File: src/hdl/assert_macros.svh
// ----------------------------------------------------------------------------
// Assertion macros
// Concurrent assertion wrappers shared by the RTL; empty under synthesis.
// ----------------------------------------------------------------------------
`ifndef ASSERT_MACROS_SVH
`define ASSERT_MACROS_SVH
`ifndef SYNTHESIS
// Condition in the same cycle implies consequence in the same cycle.
`define LFP_ASSERT_IMPLY(lbl, clk, rst_n, ante, cons, msg) \
    lbl: assert property (@(posedge clk) disable iff (!rst_n) (ante) |-> (cons)) else $error(msg);
// Condition in this cycle implies consequence in the next cycle.
`define LFP_ASSERT_NEXT(lbl, clk, rst_n, ante, cons, msg) \
    lbl: assert property (@(posedge clk) disable iff (!rst_n) (ante) |=> (cons)) else $error(msg);
`else
`define LFP_ASSERT_IMPLY(lbl, clk, rst_n, ante, cons, msg)
`define LFP_ASSERT_NEXT(lbl, clk, rst_n, ante, cons, msg)
`endif
`endif

File: src/hdl/lfp_pkg.sv
// ----------------------------------------------------------------------------
// lfp_pkg
// Widths, constants and register codes of the line follower steering block.
// ----------------------------------------------------------------------------
package lfp_pkg;

    localparam int POS_W      = 12;
    localparam int TIME_W     = 32;
    localparam int GAIN_W     = 18;
    localparam int TARGET_W   = 11;
    localparam int STEER_W    = 10;
    localparam int CFG_IDX_W  = 2;
    localparam int CFG_DATA_W = 32;

    typedef enum logic [CFG_IDX_W-1:0] {
        CFG_START_TIME = 2'd0,
        CFG_GAIN_P     = 2'd1,
        CFG_GAIN_I     = 2'd2,
        CFG_GAIN_D     = 2'd3
    } cfg_index_t;

    localparam logic [GAIN_W-1:0] GAIN_P_RST = 18'd17920;
    localparam logic [GAIN_W-1:0] GAIN_I_RST = 18'd333;
    localparam logic [GAIN_W-1:0] GAIN_D_RST = 18'd124160;

    // PID constants in signed Q8.8; STEER_MAX is a whole steer value.
    localparam logic signed [15:0] ERR_CENTER = 16'sd1152;
    localparam logic signed [15:0] SEP_LIMIT  = 16'sd896;
    localparam logic signed [16:0] INT_LIMIT  = 17'sd7680;
    localparam logic signed [15:0] SOFT_BAND  = 16'sd256;
    localparam logic signed [21:0] STEER_MAX  = 22'sd400;

    // Speed profile times in ms.
    localparam logic [TIME_W-1:0] RAMP_END   = 32'd2000;
    localparam logic [TIME_W-1:0] SLOW_BEGIN = 32'd15000;
    localparam logic [TIME_W-1:0] SLOW_END   = 32'd16000;
    localparam logic [TIME_W-1:0] STOP_BEGIN = 32'd18000;
    localparam logic [TIME_W-1:0] STOP_END   = 32'd18500;
    localparam logic [TIME_W-1:0] BRAKE_LEN  = 32'd150;

    // Profile speeds in units of 1/40.
    localparam logic [14:0] P40_FLOOR  = 15'd6000;
    localparam logic [14:0] P40_CRUISE = 15'd16000;
    localparam logic [14:0] P40_CRAWL  = 15'd4000;

    // Base speed is in units of 1/6000; division by 6000 uses a reciprocal.
    localparam logic [21:0] BASE_DEN    = 22'd6000;
    localparam logic [23:0] BASE_RECIP  = 24'd11453246;
    localparam int          RECIP_SHIFT = 36;

endpackage

File: src/hdl/lfp_if.sv
// ----------------------------------------------------------------------------
// lfp_sample_if, lfp_result_if
// Valid/ready channels for input samples and steering results.
// ----------------------------------------------------------------------------
interface lfp_sample_if;
    logic                       valid;
    logic                       ready;
    logic [lfp_pkg::POS_W-1:0]  line_position;
    logic [lfp_pkg::TIME_W-1:0] now_ms;
    logic                       marker_seen;

    modport source (output valid, output line_position, output now_ms,
                    output marker_seen, input ready);
    modport sink   (input valid, input line_position, input now_ms,
                    input marker_seen, output ready);
endinterface

interface lfp_result_if;
    logic                                valid;
    logic                                ready;
    logic signed [lfp_pkg::TARGET_W-1:0] left_target;
    logic signed [lfp_pkg::TARGET_W-1:0] right_target;
    logic signed [lfp_pkg::STEER_W-1:0]  steer;
    logic                                is_braking;
    logic                                is_stopped;

    modport source (output valid, output left_target, output right_target,
                    output steer, output is_braking, output is_stopped,
                    input ready);
    modport sink   (input valid, input left_target, input right_target,
                    input steer, input is_braking, input is_stopped,
                    output ready);
endinterface

File: src/hdl/line_follow_pid_speed_profile.sv
// ----------------------------------------------------------------------------
// line_follow_pid_speed_profile
// Steering PID with integral separation and a timed, brakeable base speed.
// ----------------------------------------------------------------------------
// A sample word is accepted in ST_IDLE and passes ST_PREP, ST_MUL_P to ST_CHECK,
// ST_FIX and ST_FINISH; the next is accepted only after the result word is loaded. The
// single 25x25 multiplier is shared by the three PID products, the base speed product
// and the two products of the divide by 6000, one per cycle.
// Reset (rst_n low, asynchronous) clears the PID and brake state and loads
// the register defaults; the block is ready in the first cycle after reset.
`include "assert_macros.svh"

module line_follow_pid_speed_profile (
    input  logic                                clk,
    input  logic                                rst_n,
    lfp_sample_if.sink                          sample,
    lfp_result_if.source                        result,
    input  logic                                cfg_write,
    input  logic [lfp_pkg::CFG_IDX_W-1:0]       cfg_index,
    input  logic [lfp_pkg::CFG_DATA_W-1:0]      cfg_data
);

    typedef enum logic [3:0] {
        ST_IDLE,
        ST_PREP,
        ST_MUL_P,
        ST_MUL_I,
        ST_MUL_D,
        ST_MUL_B,
        ST_QUOT,
        ST_CHECK,
        ST_FIX,
        ST_FINISH
    } state_t;

    localparam int TGT_CALC_W = lfp_pkg::TARGET_W + 1;

    state_t state_reg;

    // Configuration.
    logic [lfp_pkg::TIME_W-1:0] start_time_reg;
    logic [lfp_pkg::GAIN_W-1:0] gain_p_reg;
    logic [lfp_pkg::GAIN_W-1:0] gain_i_reg;
    logic [lfp_pkg::GAIN_W-1:0] gain_d_reg;

    // Controller state.
    logic signed [15:0]         prev_error_reg;
    logic signed [15:0]         error_integral_reg;
    logic                       brake_active_reg;
    logic                       stopped_latch_reg;
    logic [lfp_pkg::TIME_W-1:0] brake_begin_reg;

    // Captured sample word.
    logic [lfp_pkg::POS_W-1:0]  pos_reg;
    logic [lfp_pkg::TIME_W-1:0] now_reg;
    logic                       marker_reg;

    // Datapath.
    logic signed [15:0] dif_reg;
    logic [19:0]        gd_eff_reg;
    logic [14:0]        p40_reg;
    logic [7:0]         k_reg;
    logic signed [49:0] prod_reg;
    logic signed [39:0] acc_reg;
    logic [21:0]        base_reg;
    logic signed [9:0]  turn_reg;
    logic [8:0]         q_reg;
    logic [8:0]         b_reg;
    logic               rnz_reg;

    // Next values: error, brake and profile terms are taken in ST_PREP, the rest later.
    logic signed [15:0]         err_next;
    logic signed [15:0]         integral_next;
    logic signed [15:0]         dif_next;
    logic [19:0]                gd_eff_next;
    logic                       brake_active_next;
    logic                       stopped_latch_next;
    logic [lfp_pkg::TIME_W-1:0] brake_begin_next;
    logic [14:0]                p40_next;
    logic [7:0]                 k_next;
    logic signed [9:0]          turn_next;
    logic [8:0]                 b_next;
    logic                       rnz_next;
    logic signed [TGT_CALC_W-1:0] left_next;
    logic signed [TGT_CALC_W-1:0] right_next;

    logic signed [24:0] mul_a;
    logic signed [24:0] mul_b;

    logic sample_fire;
    logic finish_go;

    assign sample.ready = (state_reg == ST_IDLE);
    assign sample_fire  = sample.valid && sample.ready;
    assign finish_go    = (state_reg == ST_FINISH) && (!result.valid || result.ready);

    // Base speed profile in units of 1/40. The brake variant has a gentler
    // start ramp that begins at the floor.
    function automatic logic [14:0] profile40(input logic [31:0] e, input logic brk);
        logic [10:0] e_lo;
        logic [13:0] e8;
        logic [9:0]  d_slow;
        logic [14:0] t_stop;
        logic [14:0] res;
        e_lo   = e[10:0];
        e8     = {e_lo, 3'b000};
        d_slow = 10'(e[13:0] - 14'(lfp_pkg::SLOW_BEGIN));
        t_stop = e[14:0] - 15'(lfp_pkg::STOP_BEGIN);
        if (e < lfp_pkg::RAMP_END) begin
            if (brk) begin
                res = lfp_pkg::P40_FLOOR + {2'b00, e_lo, 2'b00} + {4'b0000, e_lo};
            end else if ({1'b0, e8} < lfp_pkg::P40_FLOOR) begin
                res = lfp_pkg::P40_FLOOR;
            end else begin
                res = {1'b0, e8};
            end
        end else if (e < lfp_pkg::SLOW_BEGIN) begin
            res = lfp_pkg::P40_CRUISE;
        end else if (e < lfp_pkg::SLOW_END) begin
            res = lfp_pkg::P40_CRUISE - {2'b00, d_slow, 3'b000} - {3'b000, d_slow, 2'b00};
        end else if (e < lfp_pkg::STOP_BEGIN) begin
            res = lfp_pkg::P40_CRAWL;
        end else if (e < lfp_pkg::STOP_END) begin
            res = lfp_pkg::P40_CRAWL - {t_stop[11:0], 3'b000};
        end else begin
            res = '0;
        end
        return res;
    endfunction

    // Error terms, brake decision and profile operands.
    always_comb
    begin
        logic signed [16:0] int_sum;
        logic               separate;
        logic               start_brake;
        logic [31:0]        elapsed;
        logic [31:0]        brake_time;

        err_next = lfp_pkg::ERR_CENTER - $signed({4'b0000, pos_reg});
        separate = (err_next > lfp_pkg::SEP_LIMIT) || (err_next < -lfp_pkg::SEP_LIMIT);
        int_sum  = separate ? 17'sd0
                            : ({error_integral_reg[15], error_integral_reg}
                               + {err_next[15], err_next});
        if (int_sum >= lfp_pkg::INT_LIMIT) begin
            integral_next = 16'(lfp_pkg::INT_LIMIT);
        end else if (int_sum <= -lfp_pkg::INT_LIMIT) begin
            integral_next = 16'(-lfp_pkg::INT_LIMIT);
        end else begin
            integral_next = int_sum[15:0];
        end
        dif_next = err_next - prev_error_reg;

        // Inside the soft band the derivative gain is scaled by 3/4.
        if ((err_next > -lfp_pkg::SOFT_BAND) && (err_next < lfp_pkg::SOFT_BAND)) begin
            gd_eff_next = {1'b0, gain_d_reg, 1'b0} + {2'b00, gain_d_reg};
        end else begin
            gd_eff_next = {gain_d_reg, 2'b00};
        end

        start_brake       = marker_reg && !brake_active_reg && !stopped_latch_reg;
        brake_active_next = brake_active_reg || start_brake;
        brake_begin_next  = start_brake ? now_reg : brake_begin_reg;
        elapsed           = now_reg - start_time_reg;
        brake_time        = now_reg - brake_begin_next;

        stopped_latch_next = stopped_latch_reg;
        p40_next           = '0;
        k_next             = '0;
        priority if (stopped_latch_reg) begin
            stopped_latch_next = 1'b1;
        end else if (brake_active_next) begin
            if (brake_time >= lfp_pkg::BRAKE_LEN) begin
                stopped_latch_next = 1'b1;
            end else begin
                p40_next = profile40(elapsed, 1'b1);
                k_next   = 8'(lfp_pkg::BRAKE_LEN) - brake_time[7:0];
            end
        end else if (elapsed >= lfp_pkg::STOP_END) begin
            stopped_latch_next = 1'b1;
        end else begin
            p40_next = profile40(elapsed, 1'b0);
            k_next   = 8'(lfp_pkg::BRAKE_LEN);
        end
    end

    // Steer: PID sum in units of 2^-18 truncated toward zero, then clamped.
    always_comb
    begin
        logic signed [39:0] acc_adj;
        logic signed [21:0] turn_wide;
        acc_adj   = acc_reg + (acc_reg[39] ? 40'sh3FFFF : 40'sh0);
        turn_wide = acc_adj[39:18];
        if (turn_wide > lfp_pkg::STEER_MAX) begin
            turn_next = 10'(lfp_pkg::STEER_MAX);
        end else if (turn_wide < -lfp_pkg::STEER_MAX) begin
            turn_next = 10'(-lfp_pkg::STEER_MAX);
        end else begin
            turn_next = turn_wide[9:0];
        end
    end

    // Reciprocal estimate is exact or one low; one compare fixes it. A
    // remainder of exactly 6000 means the estimate was low and divides evenly.
    always_comb
    begin
        logic [21:0] rem;
        rem      = base_reg - prod_reg[21:0];
        b_next   = (rem >= lfp_pkg::BASE_DEN) ? (q_reg + 9'd1) : q_reg;
        rnz_next = (rem != '0) && (rem != lfp_pkg::BASE_DEN);
    end

    // Wheel targets: floor(base) -/+ turn, one up where the exact value is
    // negative and not whole, which truncates toward zero.
    always_comb
    begin
        logic signed [TGT_CALC_W-1:0] b_ext;
        logic signed [TGT_CALC_W-1:0] t_ext;
        logic signed [TGT_CALC_W-1:0] dl;
        logic signed [TGT_CALC_W-1:0] dr;
        b_ext = $signed({{(TGT_CALC_W-9){1'b0}}, b_reg});
        t_ext = $signed({{(TGT_CALC_W-10){turn_reg[9]}}, turn_reg});
        dl    = b_ext - t_ext;
        dr    = b_ext + t_ext;
        left_next  = dl + $signed({{(TGT_CALC_W-1){1'b0}}, dl[TGT_CALC_W-1] && rnz_reg});
        right_next = dr + $signed({{(TGT_CALC_W-1){1'b0}}, dr[TGT_CALC_W-1] && rnz_reg});
    end

    // Operand select for the shared multiplier.
    always_comb
    begin
        mul_a = '0;
        mul_b = '0;
        unique case (state_reg)
            ST_MUL_P:
            begin
                mul_a = $signed({7'b0, gain_p_reg});
                mul_b = $signed({{9{prev_error_reg[15]}}, prev_error_reg});
            end
            ST_MUL_I:
            begin
                mul_a = $signed({7'b0, gain_i_reg});
                mul_b = $signed({{9{error_integral_reg[15]}}, error_integral_reg});
            end
            ST_MUL_D:
            begin
                mul_a = $signed({5'b0, gd_eff_reg});
                mul_b = $signed({{9{dif_reg[15]}}, dif_reg});
            end
            ST_MUL_B:
            begin
                mul_a = $signed({10'b0, p40_reg});
                mul_b = $signed({17'b0, k_reg});
            end
            ST_QUOT:
            begin
                mul_a = $signed({3'b0, prod_reg[21:0]});
                mul_b = $signed({1'b0, lfp_pkg::BASE_RECIP});
            end
            ST_CHECK:
            begin
                mul_a = $signed({16'b0, prod_reg[lfp_pkg::RECIP_SHIFT +: 9]});
                mul_b = $signed({3'b0, lfp_pkg::BASE_DEN});
            end
            ST_IDLE, ST_PREP, ST_FIX, ST_FINISH:
            begin
                mul_a = '0;
                mul_b = '0;
            end
            default:
            begin
                mul_a = '0;
                mul_b = '0;
            end
        endcase
    end

    // Sequencer, configuration, controller state and the result register.
    always_ff @(posedge clk or negedge rst_n)
    begin
        if (!rst_n) begin
            state_reg          <= ST_IDLE;
            result.valid       <= 1'b0;
            start_time_reg     <= '0;
            gain_p_reg         <= lfp_pkg::GAIN_P_RST;
            gain_i_reg         <= lfp_pkg::GAIN_I_RST;
            gain_d_reg         <= lfp_pkg::GAIN_D_RST;
            prev_error_reg     <= '0;
            error_integral_reg <= '0;
            brake_active_reg   <= 1'b0;
            stopped_latch_reg  <= 1'b0;
            brake_begin_reg    <= '0;
        end else begin
            if (cfg_write) begin
                unique case (lfp_pkg::cfg_index_t'(cfg_index))
                    lfp_pkg::CFG_START_TIME: start_time_reg <= cfg_data;
                    lfp_pkg::CFG_GAIN_P:     gain_p_reg <= cfg_data[lfp_pkg::GAIN_W-1:0];
                    lfp_pkg::CFG_GAIN_I:     gain_i_reg <= cfg_data[lfp_pkg::GAIN_W-1:0];
                    lfp_pkg::CFG_GAIN_D:     gain_d_reg <= cfg_data[lfp_pkg::GAIN_W-1:0];
                endcase
            end

            if (result.valid && result.ready && !finish_go) begin
                result.valid <= 1'b0;
            end

            unique case (state_reg)
                ST_IDLE:
                begin
                    if (sample_fire) begin
                        state_reg <= ST_PREP;
                    end
                end
                ST_PREP:
                begin
                    prev_error_reg     <= err_next;
                    error_integral_reg <= integral_next;
                    brake_active_reg   <= brake_active_next;
                    stopped_latch_reg  <= stopped_latch_next;
                    brake_begin_reg    <= brake_begin_next;
                    state_reg          <= ST_MUL_P;
                end
                ST_MUL_P: state_reg <= ST_MUL_I;
                ST_MUL_I: state_reg <= ST_MUL_D;
                ST_MUL_D: state_reg <= ST_MUL_B;
                ST_MUL_B: state_reg <= ST_QUOT;
                ST_QUOT:  state_reg <= ST_CHECK;
                ST_CHECK: state_reg <= ST_FIX;
                ST_FIX:   state_reg <= ST_FINISH;
                ST_FINISH:
                begin
                    if (finish_go) begin
                        result.valid        <= 1'b1;
                        result.left_target  <= left_next[lfp_pkg::TARGET_W-1:0];
                        result.right_target <= right_next[lfp_pkg::TARGET_W-1:0];
                        result.steer        <= turn_reg;
                        result.is_braking   <= brake_active_reg && !stopped_latch_reg;
                        result.is_stopped   <= stopped_latch_reg;
                        state_reg           <= ST_IDLE;
                    end
                end
                default: state_reg <= ST_IDLE;
            endcase
        end
    end

    // Datapath registers.
    always_ff @(posedge clk)
    begin
        prod_reg <= mul_a * mul_b;
        if (sample_fire) begin
            pos_reg    <= sample.line_position;
            now_reg    <= sample.now_ms;
            marker_reg <= sample.marker_seen;
        end
        if (state_reg == ST_PREP) begin
            dif_reg    <= dif_next;
            gd_eff_reg <= gd_eff_next;
            p40_reg    <= p40_next;
            k_reg      <= k_next;
        end
        if (state_reg == ST_MUL_I) begin
            acc_reg <= $signed({prod_reg[37:0], 2'b00});
        end
        if (state_reg == ST_MUL_D) begin
            acc_reg <= acc_reg + $signed({prod_reg[37:0], 2'b00});
        end
        if (state_reg == ST_MUL_B) begin
            acc_reg <= acc_reg + $signed(prod_reg[39:0]);
        end
        if (state_reg == ST_QUOT) begin
            base_reg <= prod_reg[21:0];
            turn_reg <= turn_next;
        end
        if (state_reg == ST_CHECK) begin
            q_reg <= prod_reg[lfp_pkg::RECIP_SHIFT +: 9];
        end
        if (state_reg == ST_FIX) begin
            b_reg   <= b_next;
            rnz_reg <= rnz_next;
        end
    end

    `LFP_ASSERT_NEXT(a_stop_sticky, clk, rst_n, stopped_latch_reg, stopped_latch_reg, "stop latch cleared")
    `LFP_ASSERT_IMPLY(a_steer_range, clk, rst_n, result.valid, (result.steer <= 10'sd400) && (result.steer >= -10'sd400), "steer out of range")
    `LFP_ASSERT_IMPLY(a_brake_stop_excl, clk, rst_n, result.valid, !(result.is_braking && result.is_stopped), "braking while stopped")
    `LFP_ASSERT_IMPLY(a_integral_range, clk, rst_n, 1'b1, (error_integral_reg <= 16'sd7680) && (error_integral_reg >= -16'sd7680), "integral beyond clamp")
    `LFP_ASSERT_NEXT(a_finish_loads, clk, rst_n, finish_go, result.valid && (state_reg == ST_IDLE), "result word not loaded")

endmodule
File: src/flat_wrapper.sv
// flat-port wrapper written by rule: the top's interface ports become plain ports
module line_follow_pid_speed_profile_flat 
  (clk, rst_n, cfg_write, cfg_index, cfg_data, sample_valid, sample_line_position, sample_now_ms, sample_marker_seen, sample_ready, result_valid, result_left_target, result_right_target, result_steer, result_is_braking, result_is_stopped, result_ready);
  lfp_sample_if sample_i ();
  lfp_result_if result_i ();
  input  logic clk;
  input  logic rst_n;
  input  logic cfg_write;
  input  logic [lfp_pkg::CFG_IDX_W-1:0] cfg_index;
  input  logic [lfp_pkg::CFG_DATA_W-1:0] cfg_data;
  input wire logic [$bits(sample_i.valid)-1:0] sample_valid;
  input wire logic [$bits(sample_i.line_position)-1:0] sample_line_position;
  input wire logic [$bits(sample_i.now_ms)-1:0] sample_now_ms;
  input wire logic [$bits(sample_i.marker_seen)-1:0] sample_marker_seen;
  output wire logic [$bits(sample_i.ready)-1:0] sample_ready;
  output wire logic [$bits(result_i.valid)-1:0] result_valid;
  output wire logic [$bits(result_i.left_target)-1:0] result_left_target;
  output wire logic [$bits(result_i.right_target)-1:0] result_right_target;
  output wire logic [$bits(result_i.steer)-1:0] result_steer;
  output wire logic [$bits(result_i.is_braking)-1:0] result_is_braking;
  output wire logic [$bits(result_i.is_stopped)-1:0] result_is_stopped;
  input wire logic [$bits(result_i.ready)-1:0] result_ready;
  assign sample_i.valid = sample_valid;
  assign sample_i.line_position = sample_line_position;
  assign sample_i.now_ms = sample_now_ms;
  assign sample_i.marker_seen = sample_marker_seen;
  assign sample_ready = sample_i.ready;
  assign result_valid = result_i.valid;
  assign result_left_target = result_i.left_target;
  assign result_right_target = result_i.right_target;
  assign result_steer = result_i.steer;
  assign result_is_braking = result_i.is_braking;
  assign result_is_stopped = result_i.is_stopped;
  assign result_i.ready = result_ready;
  line_follow_pid_speed_profile u_core (.clk(clk), .rst_n(rst_n), .sample(sample_i), .result(result_i), .cfg_write(cfg_write), .cfg_index(cfg_index), .cfg_data(cfg_data));
endmodule
File: config.mk
export PLATFORM = sky130hd
export DESIGN_NAME = line_follow_pid_speed_profile_flat
export DESIGN_NICKNAME = d
export VERILOG_FILES = /design/src/hdl/lfp_pkg.sv /design/src/hdl/lfp_if.sv /design/src/hdl/line_follow_pid_speed_profile.sv /design/src/flat_wrapper.sv
export VERILOG_INCLUDE_DIRS = /design/src /design/src/hdl
export SDC_FILE = /design/constraint.sdc
export NUM_CORES = 2
export LEC_CHECK = 0
export ABC_AREA = 1
export ABC_CLOCK_PERIOD_IN_PS = 11700
export BUFFER_PORTS_ARGS = -buffer_cell sky130_fd_sc_hd__buf_2
export CORE_MARGIN = 1
export CORE_UTILIZATION = 40
export CTS_CLUSTER_DIAMETER = 120
export DETAILED_ROUTE_END_ITERATION = 7
export SLEW_MARGIN = 0
export SYNTH_ARGS = -nofsm -noshare
export SYNTH_HDL_FRONTEND = slang
export SYNTH_SLANG_ARGS = --single-unit
File: constraint.sdc
create_clock -name clk -period 11.7 [get_ports clk]
set_clock_uncertainty 0.15 [all_clocks]
set_input_delay 0.585 -clock clk [delete_from_list [all_inputs] [get_ports clk]]
set_output_delay 0.585 -clock clk [all_outputs]
set_load 0.005 [all_outputs]
==> results.md <==
* WL per Instance at approximately 19 um
* DRC at 0
* Nets at slightly above 8000
* Worst hold path class: in2reg
* Final cell count without fillers at about 9000
* Post-synthesis register bit count at 426
* Worst reg2reg path startpoint: u_core.state_reg[3]
* Initial antenna violation count at 1
* CTS tree: done
* Vias after detailed routing at between 40000 and 50000
* Die H at 366 um
* Die area at 134000 um2
* Port bufs at ~120
* Postcts setup bufs at 0
* CP Launch Type: flop
* Tot GR Track Use at 24.8%
* Critical path required time at between 10 and 15 ns
* Dpl cell area at roughly 56000 um2
* Crit Path Max Fanout at 31
* H-tree depth at 2
* Max reg flops at between 40 and 50
* Area Overhead vs Synth at 9.44%
* Hold endpoint: u_core.start_time_reg[24]
* DR pass1 iterations at 6
* RSZ-0062 raised after global routing: no
* Period utilization at between 80% and 90%
* Clock sink count at approximately 430
* Max clock buf depth at 3
* Share of post-route cells with drive strength above 1 at between 4 and 5%
* Site Rows at between 100 and 150
* Cell variety after synth at 67
* Post-cts sizing count at 0
* Vias in the first global route at 46000
* Multi-input logic area at 35400 um2
* Dpl hpwl at between 100000 and 150000 um
* Number of nets with antenna violations after routing at 0
* Finished Core Util at between 40% and 50%
* CP most frequent cell: inv_1
* Post-Place Cells at 8854
* Commonest cells after routing, fill and taps aside: nand2_1, inv_1, nor2_1
* Post-Layout Inst Area at a little under 60000 um2
* Post-synthesis async set-or-reset flop share at a little over a third
* WS Path Type: reg2reg
* R2R Setup Slk at about 2.1 ns
* Core footprint at 131000 um2
* Final min period at ~9.6 ns
* Fmax at 0.104 GHz
* Share of the synthesized area in the top cell type at between 20 and 25%
* Starting Density at about two fifths
* Status: complete, no violations
* Post-synth EDFFs at ~230
* MaxCap Viol Count at 0
* Least-Margin Pin Slew at approximately 1.3 ns
* Final Setup Violations at 0
* Total congestion overflow at 0
* Fin. max-slew vios at 0
* R2r endpoint: u_core.prod_reg[44]
* Pin count of the biggest net entering global routing at 65
* Hold path startpoint: cfg_data[24]
* Slowest-stage cell, CP: inv_1
* Die width at around 370 um
* Sequential share of the synthesized area at a little over a fifth
* Worst skew pair latency at between 0.6 and 0.7 ns
* I/O pin cnt at 120
* Critical Path AT at ~10 ns
* Synth area leaders: fa_1, edfxtp_1, nand2_1, inv_1, ha_1
* Most common cell after layout, fill and taps aside: nand2_1
* Fill count at 13400
* Mapped cell area at between 50000 and 60000 um2
* Post-synthesis cell count at about 7000
* Crit-path max cell delay at approximately 0.74 ns
* Initial drt markers at between 3000 and 4000
* Ys flop type: edfxtp_1
* Largest area contributor in the netlist: fa_1
* Vias per cell at roughly 5.1
* Drt total wl at 167000 um
* Hold path depth at 3
* First-pass GRT wire length at roughly 260000 um
* Register area at 11600 um2
* Number of CTS-inserted buffers at just over 50
* Reg2Reg Depth at 29
* Max transition margin at 14.6%
* Clock transition at path regs at around 0.06 ns
* Critical path capture point type: flop
* Root Driver: clkbuf_16
* Mapped Avg Cell Area at around 7.5 um2
* Fin. Hold Viols at 0
* Gpl congestion at approximately 1
* Final setup TNS at 0 ns
* Synth warn at 0
## cell families after synthesis
logic type / synth area share (%)
compound gates: 10.5
xor+xnor: 3.48
fa+ha+maj: 30.5
buf+inv: 11.5
flops: 21.9
mux: 0.0425
other cells: 0.00708
simple gates: 22.1
## layout make-up
| type | count | area share [%] |
|---|---|---|
| multi-input cells | 5020 | 61.1 |
| flip-flops and latches | 426 | 20.0 |
| inverters | 1489 | 9.64 |
| well taps | 1755 | 3.79 |
| repair buffers | 212 | 2.45 |
| clock buffers | 56 | 2.29 |
| clock inverters | 40 | 0.734 |
| diodes | 1 | 0.00432 |
## worst max-delay path: cells and delay by family, from the launching register on
family,cells,cell delay (ns)
xor+xnor,1,0.14
buf+inv,9,1.85
simple gates,8,1.78
flops,1,0.43
compound gates,3,0.87
fa+ha+maj,8,4.21
## worst max-delay path by stage
stage,slack (ns),to,depth (start not counted),from
3_5_place_dp,2.05,u_core.prod_reg[44],30,u_core.state_reg[2]
4_1_cts,2.00,u_core.prod_reg[44],30,u_core.state_reg[2]
3_3_place_gp,2.21,u_core.prod_reg[44],30,u_core.state_reg[2]
2_1_floorplan,3.42,u_core.prod_reg[44],31,u_core.state_reg[3]
5_1_grt,1.34,u_core.prod_reg[44],30,u_core.state_reg[2]
6_report,2.09,u_core.prod_reg[44],29,u_core.state_reg[3]
## routing by layer
layer  wire [um]  GRT usage (%)  part of all wire [%]
met1       71700           32.4                    43
met2       79400           42.7                    48
met3        9650           2.43                   5.8
met4        6340           8.76                   3.8
met5           0              0                     0
## repair_timing
item / in CTS / in global routing
endpoints found under the setup margin: 0 / 0
hold endpoints to repair: 67 / 0
hold buffers: 48 / 0
## synth_stat cells, types with 13 or more instances
| master | count |
|---|---|
| a21o_1 | 20 |
| nor2_1 | 645 |
| o21bai_1 | 32 |
| nand3_1 | 251 |
| dfrtp_1 | 140 |
| inv_1 | 1467 |
| clkinv_1 | 13 |
| o21ai_0 | 403 |
| a221oi_1 | 18 |
| dfstp_2 | 14 |
| o211ai_1 | 31 |
| nand3b_1 | 36 |
| and2_1 | 13 |
| fa_1 | 544 |
| nor4_1 | 18 |
| a31oi_1 | 22 |
| nand4_1 | 82 |
| a22o_1 | 13 |
| nand2_1 | 1616 |
| or2_2 | 22 |
| nor3_1 | 79 |
| ha_1 | 422 |
| o21a_1 | 14 |
| dfxtp_1 | 45 |
| xor2_1 | 131 |
| xnor2_1 | 74 |
| a21oi_1 | 392 |
| nand2_2 | 20 |
| edfxtp_1 | 227 |
| clkbuf_1 | 99 |
## per-stage QoR
step                setup WS [ns]  hold slack (ns)
global placement             2.21            0.312
finish                       2.09           0.0230
floorplan                    3.42            0.139
detailed placement           2.05            0.319
global route                 1.34           0.0374
CTS                          2.00        0.0000389
Power is not shown: default switching activity piles up to over one toggle a cycle in this logic, so the estimate is an artifact.
